## config.mk

```make
export PLATFORM = sky130hd
export DESIGN_NAME = mtrs_cell
export DESIGN_NICKNAME = d
export VERILOG_FILES = /design/src/min_time_refuel_stop_dp_unit_assert.svh /design/src/mtrs_pkg.sv /design/src/mtrs_cell.sv
export SDC_FILE = /design/constraint.sdc
export NUM_CORES = 1
export LEC_CHECK = 0
export BUFFER_PORTS_ARGS = -buffer_cell sky130_fd_sc_hd__buf_2
export CAP_MARGIN = 20
export CORE_MARGIN = 2
export CORE_UTILIZATION = 40
export CTS_BUF_LIST = sky130_fd_sc_hd__clkbuf_4 sky130_fd_sc_hd__clkbuf_8
export DETAILED_ROUTE_END_ITERATION = 6
export PLACE_DENSITY = 0.7
export SYNTH_ARGS = -nofsm -noshare
export SYNTH_HDL_FRONTEND = slang
export SYNTH_SLANG_ARGS = --single-unit
```

## constraint.sdc

```tcl
create_clock -name i_clk -period 22.4 [get_ports i_clk]
set_clock_uncertainty 0.15 [all_clocks]
set_input_delay 3.36 -clock i_clk [delete_from_list [all_inputs] [get_ports i_clk]]
set_output_delay 3.36 -clock i_clk [all_outputs]
set_load 0.01 [all_outputs]
```

## src/min_time_refuel_stop_dp_unit_assert.svh

```systemverilog
// assertion macros for the refuel stop dp unit
// used by the top level, expects i_clk and i_rst_n in scope
`ifndef MIN_TIME_REFUEL_STOP_DP_UNIT_ASSERT_SVH
`define MIN_TIME_REFUEL_STOP_DP_UNIT_ASSERT_SVH

// same-cycle implication, checked outside reset
`define MTRS_ASSERT_IMP(lbl, ante, cons, msg) \
    lbl: assert property (@(posedge i_clk) disable iff (!i_rst_n) (ante) |-> (cons)) \
        else $error(msg);

// next-cycle implication, checked outside reset
`define MTRS_ASSERT_NXT(lbl, ante, cons, msg) \
    lbl: assert property (@(posedge i_clk) disable iff (!i_rst_n) (ante) |=> (cons)) \
        else $error(msg);

`endif

```

## src/mtrs_pkg.sv

```systemverilog
// shared constants and control structs of the refuel stop dp unit
// no dependencies
package mtrs_pkg;

    localparam int MTRS_MAX_POINTS_DEF = 128;

    localparam int DIST_W = 16;
    localparam int STOP_W = 16;
    localparam int COST_W = 24;
    localparam int PRED_W = 8;

    localparam logic [COST_W-1:0] COST_MAX      = '1;
    localparam logic [DIST_W-1:0] MAX_RANGE_RST = '1;

    localparam int APB_DATA_W = 32;
    localparam int APB_ADDR_W = 2;

    // register byte addresses
    localparam logic [APB_ADDR_W-1:0] ADDR_MAX_RANGE = 2'd0;

    // control part of the search word walking down the chain
    typedef struct packed {
        logic valid;
        logic found;
        logic last;
        logic full;
    } t_tok_ctl;

    // store write command broadcast to the cells
    typedef struct packed {
        logic en;
        logic live;
    } t_wr_ctl;

endpackage

```

## src/mtrs_cell.sv

```systemverilog
// one cell of the chain: holds one stored route point and tests it
// against the search word passing by; depends on mtrs_pkg
module mtrs_cell import mtrs_pkg::*; #(
    parameter int MAX_POINTS = MTRS_MAX_POINTS_DEF,
    parameter int CELL_IDX   = 1,
    localparam int IdxW      = $clog2(MAX_POINTS + 1),
    localparam int PosW      = DIST_W + IdxW
) (
    input  logic              i_clk,
    input  logic              i_rst_n,
    input  logic              i_adv,
    input  logic [DIST_W-1:0] i_max_range,
    input  logic [IdxW-1:0]   i_pi,
    input  t_wr_ctl           i_wr,
    input  logic [IdxW-1:0]   i_wr_idx,
    input  logic [PosW-1:0]   i_wr_pos,
    input  logic [COST_W-1:0] i_wr_cost,
    input  t_tok_ctl          i_ctl,
    input  logic [PosW-1:0]   i_here,
    input  logic [STOP_W-1:0] i_stop,
    input  logic [COST_W-1:0] i_best,
    input  logic [IdxW-1:0]   i_pred,
    output t_tok_ctl          o_ctl,
    output logic [PosW-1:0]   o_here,
    output logic [STOP_W-1:0] o_stop,
    output logic [COST_W-1:0] o_best,
    output logic [IdxW-1:0]   o_pred
);

    localparam logic [IdxW-1:0] CellIdx = IdxW'(CELL_IDX);

    // stored point
    logic [PosW-1:0]   r_pos;
    logic [COST_W-1:0] r_cost;
    logic              r_live;

    // search word register
    t_tok_ctl          r_ctl,  n_ctl;
    logic [PosW-1:0]   r_here;
    logic [STOP_W-1:0] r_stop;
    logic [COST_W-1:0] r_best, n_best;
    logic [IdxW-1:0]   r_pred, n_pred;

    logic [PosW-1:0]   span;
    logic [COST_W:0]   sum;
    logic [COST_W-1:0] cand;
    logic              consider;
    logic              take;
    logic              wr_hit;

    always_comb begin
        span     = i_here - r_pos;
        sum      = {1'b0, r_cost} + (COST_W+1)'(i_stop);
        cand     = sum[COST_W] ? COST_MAX : sum[COST_W-1:0];
        consider = i_ctl.valid && !i_ctl.full && r_live && (CellIdx <= i_pi)
                   && (span <= PosW'(i_max_range));
        take     = consider && (!i_ctl.found || (cand < i_best));
        n_best   = take ? cand : i_best;
        n_pred   = take ? CellIdx : i_pred;
        n_ctl       = i_ctl;
        n_ctl.found = i_ctl.found || take;
    end

    assign wr_hit = i_wr.en && (i_wr_idx == CellIdx);

    always_ff @(posedge i_clk) begin
        if (!i_rst_n) begin
            r_ctl  <= '0;
            r_live <= 1'b0;
        end else begin
            if (i_adv) begin
                r_ctl <= n_ctl;
            end
            if (wr_hit) begin
                r_live <= i_wr.live;
            end
        end
    end

    always_ff @(posedge i_clk) begin
        if (i_adv) begin
            r_here <= i_here;
            r_stop <= i_stop;
            r_best <= n_best;
            r_pred <= n_pred;
        end
        if (wr_hit) begin
            r_pos  <= i_wr_pos;
            r_cost <= i_wr_cost;
        end
    end

    assign o_ctl  = r_ctl;
    assign o_here = r_here;
    assign o_stop = r_stop;
    assign o_best = r_best;
    assign o_pred = r_pred;

endmodule

```

==> run_results.csv <==
group,metric,value,unit
routing,average_wire_length_per_cell_after_detail_routing,15.3,um
placed_design,portBuffers,236,
clock_network,clock_path_buffers,2,
logic_synthesis,ys_async_sr_fraction,0,%
sta,final_worst_path_cycle_share,38.3,%
clock_network,tritoncts,"done",
layout,multiInputGateArea,0.00358,mm2
logic_synthesis,post_synth_edffs,120,
floorplan,coreArea,0.0187,mm2
logic_synthesis,synth_largest_type_area_fraction,47.3,%
logic_synthesis,yosys_most_used_dff,"sky130_fd_sc_hd__edfxtp_1",
job,maxCapViolCount,0,
grt,globalRouteMet1Util,21.3,%
floorplan,die_width,142,um
grt,number_of_global_route_vias_before_repair,5910,
critical_path,critical_path_capture_point_type,"flop",
routing,final_antenna_net_count,0,
grt,grt.met3_usage,5.18,%
clock_network,cts.clk_slew.worst_paths,70,ps
routing,dr.pass1.iters,4,
sta,report.final.setup_viol,0,
power,max-vdd-ir-drop,0.0000343,V
critical_path,worst-setup-path-type,"input port to flop",
sta,final-hold-violation-count,0,
logic_synthesis,post_synth.cell_area_avg,11.3,um2
critical_path,timing.critical_path.arrival,8640,ps
grt,initial_antenna_violation_count,3,
layout,finalCoreUtilization,50.3,%
layout,mostFrequentLayoutCell,"sky130_fd_sc_hd__buf_2",
routing,route.vias.total,5850,
grt,overflow,0,
placed_design,dp_slack,13280,ps
logic_synthesis,post_synth_instance_area,0.00762,mm2
sta,worst_slew_margin_relative_to_its_limit,32.5,%
layout,leading_cell_types_in_the_layout_fill_and_taps_excluded,"235 x sky130_fd_sc_hd__buf_2, 120 x sky130_fd_sc_hd__edfxtp_1, 78 x sky130_fd_sc_hd__ha_1",
sta,tightest_slew,1010,ps
sta,layout_setup_ws,13810,ps
grt,grt_max_degree,78,
hold_path,hold_path_class,"flop to flop",
sta,period_minus_slack,8590,ps
floorplan,initial_core_util,40.7,%
floorplan,die_h,142,um
grt,grt.met2_usage,32.0,%
power,design_power_total,0.000559,W
clock_network,cts_root_buf,"sky130_fd_sc_hd__clkbuf_8",
power,p_per_area,59.4,mW/mm2
grt,grt_pass1_wl,28300,um
critical_path,critPathMaxFanout,32,
logic_synthesis,most_area_hungry_cell_type_in_the_yosys_netlist,"sky130_fd_sc_hd__edfxtp_1",
clock_network,clock_tree.htree_level_count,4,
layout,final.fill_count,1679,
clock_network,latest_clock_arrival_within_the_worst_skew_pair,450,ps
logic_synthesis,cell_count_after_synthesis,675,
floorplan,std_cell_rows,50,
placed_design,globalplace.congestion,0.871,
run_status,outcome,"complete, no violations",
layout,syn2layout_area_growth,23.5,%
sta,highest_clock_rate,116,MHz
routing,drt-vias-per-instance,5.01,
layout,nets,1160,
power,leakage_power_summed_over_all_cells,4.37,nW
logic_synthesis,synthTopCellsByArea,"sky130_fd_sc_hd__edfxtp_1 47%, sky130_fd_sc_hd__ha_1 13%, sky130_fd_sc_hd__mux2_4 4.3%, sky130_fd_sc_hd__a21oi_1 3.6%, sky130_fd_sc_hd__inv_1 3.6%",
clock_network,cts_sinks,125,
floorplan,die_area,0.0202,mm2
routing,routed_wirelength,17900,um
logic_synthesis,ys_seq_area_share,48.6,%
logic_synthesis,synthesis.nets,916,
floorplan,pin_count,237,
sta,final.setup.tns,0,ps
grt,grt_busiest_layer,"met2",
sta,maxSlewViolCount,0,
routing,drc_errors,0,
logic_synthesis,yosys_warnings,0,
placed_design,dp.final_hpwl,13900,um
layout,post_route_cells_drive_above_1_share,32.3,%
layout,instances_no_fill,1167,
critical_path,worst_setup_path_start_kind,"input port",
logic_synthesis,yosys_register_bits,125,
clock_network,cts_hold_buffers,0,
critical_path,worstPathRequired,22450,ps
clock_network,cts.repair.resized,0,
hold_path,worst_hold_path.num_cells,2,
routing,detailedRoute.firstIterationViolations,300,
grt,track_usage,18.1,%
layout,sequential_cell_area,0.00370,mm2
critical_path,timing.reg2reg.worst_path_depth,20,
clock_network,cts_made_buffers,17,
placed_design,dp_cells,1134,
logic_synthesis,yosysUniqueCellTypes,56,
clock_network,post_cts_buffers,0,
sta,rsz0062_at_grt,"no",
[cell type report]
type | count | area share (%)
sequential | 125 | 39.3
clock inverter | 12 | 1.30
inverter | 73 | 2.91
timing repair buffer | 237 | 12.7
multi-input combinational | 465 | 38.0
antenna | 3 | 0.0798
clock buffer | 18 | 2.57
tap | 234 | 3.11
[synthesized netlist by cell type, drive strengths merged (10+ instances only)]
master  instances
nand2          48
ha             78
a21o           15
nor2           31
mux2           25
xnor2          19
nor3           12
nand3          13
inv            73
o21ai          32
xor2           12
edfxtp        120
nand2b         10
a21oi          56
[path summary, 6_finish.rpt]
| check | startpoint | end | slack [ps] |
|---|---|---|---|
| setup reg to reg | r_cost[0] | o_best[5] | 16470 |
| hold / removal | o_ctl[0] | o_ctl[0] | 380 |
| setup / recovery | i_stop[0] | o_best[5] | 13810 |
| hold reg to reg | o_ctl[0] | o_ctl[0] | 380 |
[layer usage]
metal	routed length, um	vias to the layer above	part of all wire (%)
met5	0	-	0
met4	280	0	1.6
met3	1170	23	6.5
met2	8780	210	49
met1	7640	2645	43
li1	-	2972	-
[metrics by stage]
stage / hold slack, ps / area (um2)
final: 377 / 9410
after global routing: 426 / 9410
after detailed placement: 361 / 9040
after global placement: 343 / 9040
after floorplan: 333 / 7620
after CTS: 379 / 9410
[sequential cells by signal (all words and copies together) (netlist names)]
| register | flops |
|---|---|
| r_pos | 24 |
| o_ctl | 4 |
| r_cost | 24 |
| o_stop | 16 |
| o_pred | 8 |
| o_best | 24 |
| r_live | 1 |
| o_here | 24 |
[kinds of logic after synthesis]
group | Yosys count | synth area share [%]
simple gates | 169 | 11.9
flops | 125 | 48.6
xor+xnor | 31 | 3.56
mux | 32 | 5.70
fa+ha+maj | 80 | 13.3
buf+inv | 85 | 4.53
compound gates | 153 | 12.4
[power by group]
part           switching, W  internal, W  total [W]
Sequential       0.00000282     0.000268   0.000271
Clock             0.0000938    0.0000976   0.000191
Combinational     0.0000521    0.0000445  0.0000966
[critical path: stages]
cell,delay (ps)
sky130_fd_sc_hd__buf_2,120
sky130_fd_sc_hd__ha_1,230
sky130_fd_sc_hd__fa_1,400
sky130_fd_sc_hd__a21oi_1,160
sky130_fd_sc_hd__o21ai_0,90
sky130_fd_sc_hd__a31oi_1,430
sky130_fd_sc_hd__o21ai_0,250
sky130_fd_sc_hd__a21oi_1,380
sky130_fd_sc_hd__nor2_1,120
sky130_fd_sc_hd__and3_1,190
sky130_fd_sc_hd__nor2_1,150
sky130_fd_sc_hd__ha_1,260
sky130_fd_sc_hd__nand3_1,90
sky130_fd_sc_hd__nor3_1,70
sky130_fd_sc_hd__a221oi_1,240
sky130_fd_sc_hd__o21a_1,190
sky130_fd_sc_hd__nand3_1,80
sky130_fd_sc_hd__or3_1,320
sky130_fd_sc_hd__o211ai_1,330
sky130_fd_sc_hd__nand4_4,610
sky130_fd_sc_hd__mux2_4,520
Power figures use the tool's default switching activity.
